**config.mk**
```make
export PLATFORM = sky130hd
export DESIGN_NAME = msp_ctrl
export DESIGN_NICKNAME = d
export VERILOG_FILES = /design/src/rtl/msp_pkg.sv /design/src/rtl/msp_ctrl.sv
export SDC_FILE = /design/constraint.sdc
export NUM_CORES = 1
export LEC_CHECK = 0
export BUFFER_PORTS_ARGS = -buffer_cell sky130_fd_sc_hd__buf_2
export CORE_UTILIZATION = 30
export CTS_BUF_LIST = sky130_fd_sc_hd__clkbuf_16
export DETAILED_ROUTE_END_ITERATION = 12
export PLACE_DENSITY = 0.51
export SLEW_MARGIN = 20
export SYNTH_ARGS = -nofsm -noshare
export SYNTH_HDL_FRONTEND = slang
export SYNTH_SLANG_ARGS = --single-unit
```
**constraint.sdc**
```tcl
create_clock -name clk -period 4.75 [get_ports clk]
set_input_delay 0.7125 -clock clk [delete_from_list [all_inputs] [get_ports clk]]
set_output_delay 0.7125 -clock clk [all_outputs]
set_load 0.1 [all_outputs]
```
**src/rtl/msp_pkg.sv**
```systemverilog
// ---------------------------------------------------------------------------
// msp_pkg
// Shared types and constants for the min-tracking stack core.
// ---------------------------------------------------------------------------
package msp_pkg;

  localparam int DEFAULT_STACK_DEPTH = 256;
  localparam int VALUE_W             = 32;
  localparam int ENTRY_W             = 2 * VALUE_W;
  localparam int COUNT_W             = 9;

  typedef enum logic {
    REQ_PUSH = 1'b0,
    REQ_POP  = 1'b1
  } req_t;

  typedef enum logic [1:0] {
    STATUS_OK        = 2'd0,
    STATUS_UNDERFLOW = 2'd1,
    STATUS_OVERFLOW  = 2'd2
  } status_t;

  typedef enum logic {
    ST_IDLE     = 1'b0,
    ST_POP_WAIT = 1'b1
  } state_t;

  typedef struct packed {
    logic wr_en;
    logic rd_en;
  } mem_ctl_t;

endpackage

```
**src/rtl/msp_ctrl.sv**
```systemverilog
// ---------------------------------------------------------------------------
// msp_ctrl
// Request sequencer: holds the fill level and a cached copy of the top entry,
// writes pushes to the store and refills the cache from it after a pop.
// ---------------------------------------------------------------------------
module msp_ctrl
  import msp_pkg::*;
#(
  parameter int STACK_DEPTH = DEFAULT_STACK_DEPTH,
  parameter int ADDR_W      = $clog2(STACK_DEPTH),
  parameter int LVL_W       = $clog2(STACK_DEPTH + 1)
) (
  input  logic                      clk,
  input  logic                      rst,
  input  logic                      start,
  output logic                      busy,
  input  logic                      req_type,
  input  logic signed [VALUE_W-1:0] push_value,
  output logic                      done,
  output logic signed [VALUE_W-1:0] top_value,
  output logic signed [VALUE_W-1:0] min_value,
  output logic [COUNT_W-1:0]        entry_count,
  output logic                      is_empty,
  output logic [1:0]                status,
  output mem_ctl_t                  mem_ctl,
  output logic [ADDR_W-1:0]         wr_addr,
  output logic [ENTRY_W-1:0]        wr_data,
  output logic [ADDR_W-1:0]         rd_addr,
  input  logic [ENTRY_W-1:0]        rd_data
);

  localparam logic [LVL_W-1:0] FULL_LEVEL = LVL_W'(STACK_DEPTH);

  state_t                    state, state_next;
  logic [LVL_W-1:0]          level, level_next;
  logic signed [VALUE_W-1:0] top_val, top_val_next;
  logic signed [VALUE_W-1:0] top_min, top_min_next;
  logic                      done_next;
  logic signed [VALUE_W-1:0] res_top_next, res_min_next;
  logic                      res_empty_next;
  status_t                   res_status_next;
  logic signed [VALUE_W-1:0] run_min;
  logic [LVL_W-1:0]          level_m2;
  logic [LVL_W+COUNT_W-1:0]  level_ext;

  assign busy = (state != ST_IDLE);

  // Pushes keep the older minimum unless the new value is strictly smaller.
  assign run_min  = (level != '0 && !(push_value < top_min)) ? top_min : push_value;
  assign level_m2 = level - LVL_W'(2);

  always_comb begin
    state_next      = state;
    level_next      = level;
    top_val_next    = top_val;
    top_min_next    = top_min;
    done_next       = 1'b0;
    res_top_next    = top_val;
    res_min_next    = top_min;
    res_empty_next  = (level == '0);
    res_status_next = STATUS_OK;
    mem_ctl         = '0;
    wr_addr         = level[ADDR_W-1:0];
    wr_data         = {run_min, push_value};
    rd_addr         = level_m2[ADDR_W-1:0];

    case (state)
      ST_IDLE: begin
        if (start) begin
          if (req_type == REQ_PUSH) begin
            done_next = 1'b1;
            if (level == FULL_LEVEL) begin
              res_status_next = STATUS_OVERFLOW;
            end else begin
              mem_ctl.wr_en  = 1'b1;
              level_next     = level + LVL_W'(1);
              top_val_next   = push_value;
              top_min_next   = run_min;
              res_top_next   = push_value;
              res_min_next   = run_min;
              res_empty_next = 1'b0;
            end
          end else begin
            if (level == '0) begin
              done_next       = 1'b1;
              res_status_next = STATUS_UNDERFLOW;
            end else if (level == LVL_W'(1)) begin
              done_next      = 1'b1;
              level_next     = '0;
              res_empty_next = 1'b1;
            end else begin
              // The entry below the top has to come back from the store.
              mem_ctl.rd_en = 1'b1;
              level_next    = level - LVL_W'(1);
              state_next    = ST_POP_WAIT;
            end
          end
        end
      end
      ST_POP_WAIT: begin
        done_next      = 1'b1;
        top_val_next   = rd_data[VALUE_W-1:0];
        top_min_next   = rd_data[ENTRY_W-1:VALUE_W];
        res_top_next   = rd_data[VALUE_W-1:0];
        res_min_next   = rd_data[ENTRY_W-1:VALUE_W];
        res_empty_next = 1'b0;
        state_next     = ST_IDLE;
      end
      default: begin
        state_next = ST_IDLE;
      end
    endcase
  end

  always_ff @(posedge clk) begin
    if (rst) begin
      state <= ST_IDLE;
      level <= '0;
      done  <= 1'b0;
    end else begin
      state <= state_next;
      level <= level_next;
      done  <= done_next;
    end
  end

  always_ff @(posedge clk) begin
    top_val   <= top_val_next;
    top_min   <= top_min_next;
    top_value <= res_empty_next ? '0 : res_top_next;
    min_value <= res_empty_next ? '0 : res_min_next;
    is_empty  <= res_empty_next;
    status    <= res_status_next;
  end

  assign level_ext   = {{COUNT_W{1'b0}}, level};
  assign entry_count = level_ext[COUNT_W-1:0];

endmodule

```
==> metrics.cfg <==
[sta]
setup_viol=0
clock.fmax_mhz=231.2
fin_crit_sh_pct=91.05
worst_clock_skew_ps=11.42
rsz0062_at_grt=no
fin_hold_ws_ps=537.5
finalWorstSetupSlack_ps=424.9
finalHoldViolCount=0
final_max_slew_viol_count=0
fin_crit_ps=4325
fin_tns_setup_ps=0
slew-limit-headroom_pct=35.74
worst_slew_pin_slew_ps=963.9

[worst_setup_path]
crit_chain=buf_2, ha_1, nand4_1, or4_1, nor2_1, o2bb2ai_2, nor3_1, o21ai_4, buf_4, mux2_2, buf_12
crit_buf_inv=3
path_max_fanout=16
cp_slowest_cell=or4_1
slowest_delay_ps=620
crit_family=simple AND/OR/NAND/NOR gates
crit_required_ps=4040
start_kind=input port
path_class=input port to primary output
end_kind=primary output
worst_ep_arrival_time_ps=3610

[logic_synthesis]
synth_seq_cells=142
syn_inst=800
async_reset_ff_share_pct=0
synth_area_leader_cell=dfxtp_1
netlist_area_um2=7123
synth_edf_count=0
yosysSeqAreaShare_pct=39.91
ys_warn_count=0
synth.distinct_cells=50
ys.flop_type=dfxtp_1
syn-num-nets=937
synth.avg_cell_area_um2=8.904
synth_top_area_share_pct=39.91
synth_area_leaders=dfxtp_1 40%, ha_1 6.5%, mux2_2 5.1%

[cells_and_area]
fin_nets=1137
area_growth_pct=33.57
drive_gt1_share_pct=34.25
design_area_um2=9514

[floorplanning]
core.rowCount=56
die_area_um2=24360
chipWidth_um=156.1
coreArea_um2=23400
die_y_um=156.1
ios=260
initial_utilization_pct=30.44

[detailed_routing]
drtPass1Iterations=4
wl_mm=21.31
detail_route.iter0.violations=247
num_vias=6253
via_per_inst=4.691
final_antenna_net_count=0
wire_per_inst_um=15.99
drc=0

[clock_network]
cts-root-buf=clkbuf_16
cts_buffers=17
clockBufferDepth=2
cts-resized-gates=0
clkLatencyLatePin_ps=430
postCtsSetupBuffers=0
cts.sinks=142
cts_tree=done
cts_hold_buf=0
htreeDepth=4
path_clk_slew_ps=60

[placement]
place_area_um2=8900
io_buffer_count=259
place_hpwl_mm=14.90
gp_congestion=0.7720
place_ws_ps=434.5

[grt]
grt_first_pass_wirelength_mm=33.42
antenna_found_initial=2
grt_overflow=0
grt_use_total_pct=17.87
grt_pass1_vias=6017
grt_start_max_net_pins=94

[flow_run]
max_cap_viol_count=0

[hold_path]
hold_path_class=input port to flop

[run_status]
status=finished, final reports clean

==> metal layers <==
metal  GRT usage [%]  up-vias  routed length, um
met5               0        -                 13
met4           6.209        2                293
met3           4.028       18               1241
met2           29.53      172              10010
met1           22.76     2911               9752
li1                -     3150                  -
==> synth_stat cells, drive strengths merged (3+ instances only) <==
cell    instances
mux2           33
a21oi          54
nand3           6
nor2           49
nor3b           6
nand2b          5
nor3            7
buf            63
nor2b          35
dfxtp         142
a211oi         35
mux2i          32
o21ai          42
and4            3
clkbuf         26
o21a           33
nand4           8
ha             37
a31oi          32
a21o            3
xnor2           3
a22oi           3
xor2            5
nand2          50
inv            68
==> tightest hold or removal path, stage by stage <==
cell     delay (ps)
buf_2            80
nor2b_1          40
a21oi_1          90
==> stage by stage <==
step | util [%] | std cells
floorplan | - | 800
global placement | 38.03 | 1300
detailed placement | 38.03 | 1300
CTS | 40.64 | 1332
global route | 40.64 | 1332
finish | 40.65 | 1333
==> logic make-up after synthesis <==
family / synth area share, %
DFF: 39.91
buffers and inverters: 11.19
AOI/OAI and AO/OA: 19.34
muxes: 9.766
xor gates and xnor gates: 0.9837
adders and majority gates: 6.499
and+or+nand+nor: 12.31
==> layout by cell type (no fill, tap or decap), types with 3 or more instances in the layout <==
| cell type | n |
|---|---|
| buf_2 | 227 |
| dfxtp_1 | 141 |
| inv_1 | 69 |
| a21oi_1 | 53 |
| nand2_1 | 49 |
| nor2_1 | 48 |
| ha_1 | 37 |
| nor2b_1 | 35 |
| a211oi_1 | 34 |
| o21a_1 | 33 |
| mux2_2 | 32 |
| mux2i_1 | 32 |
| a31oi_1 | 32 |
| buf_12 | 32 |
| o21ai_0 | 31 |
| clkbuf_16 | 17 |
| buf_4 | 11 |
| o21ai_1 | 10 |
| nand4_1 | 8 |
| nor3_1 | 7 |
| nor3b_1 | 6 |
| nand3_1 | 6 |
| nand2b_1 | 5 |
| xor2_1 | 4 |
| xnor2_1 | 3 |
| a22oi_1 | 3 |
| and4_1 | 3 |
| a21o_1 | 3 |
| clkinv_4 | 3 |
| inv_6 | 3 |
| bufinv_16 | 3 |
==> flip-flops by register name (all words and copies together), names as in the netlist <==
signal       count
busy             1
done             1
entry_count      9
is_empty         1
min_value       32
status           2
top_min         32
top_val         32
top_value       32
==> worst paths after layout <==
check | start | to | slack [ps] | cells after the start
max | push_value[31] | wr_data[49] | 420 | 11
min | rd_data[35] | top_min[3] | 540 | 3
max reg2reg | top_min[25] | min_value[31] | 1540 | 9
min reg2reg | top_min[23] | top_min[23] | 540 | 2
==> cell type report <==
| cell class | count | area (um^2) |
|---|---|---|
| clock inverter | 15 | 186.4 |
| fill | 2427 | 13890 |
| clock buffer | 17 | 425.4 |
| tap | 319 | 399.1 |
| multi-input combinational | 501 | 3540 |
| sequential | 142 | 2846 |
| inverter | 68 | 255.2 |
| antenna | 1 | 2.502 |
| timing repair buffer | 270 | 1859 |
Power is left out: the tool's default activity adds up to more than one toggle a clock period on the data nets, which glitch-free logic cannot reach.
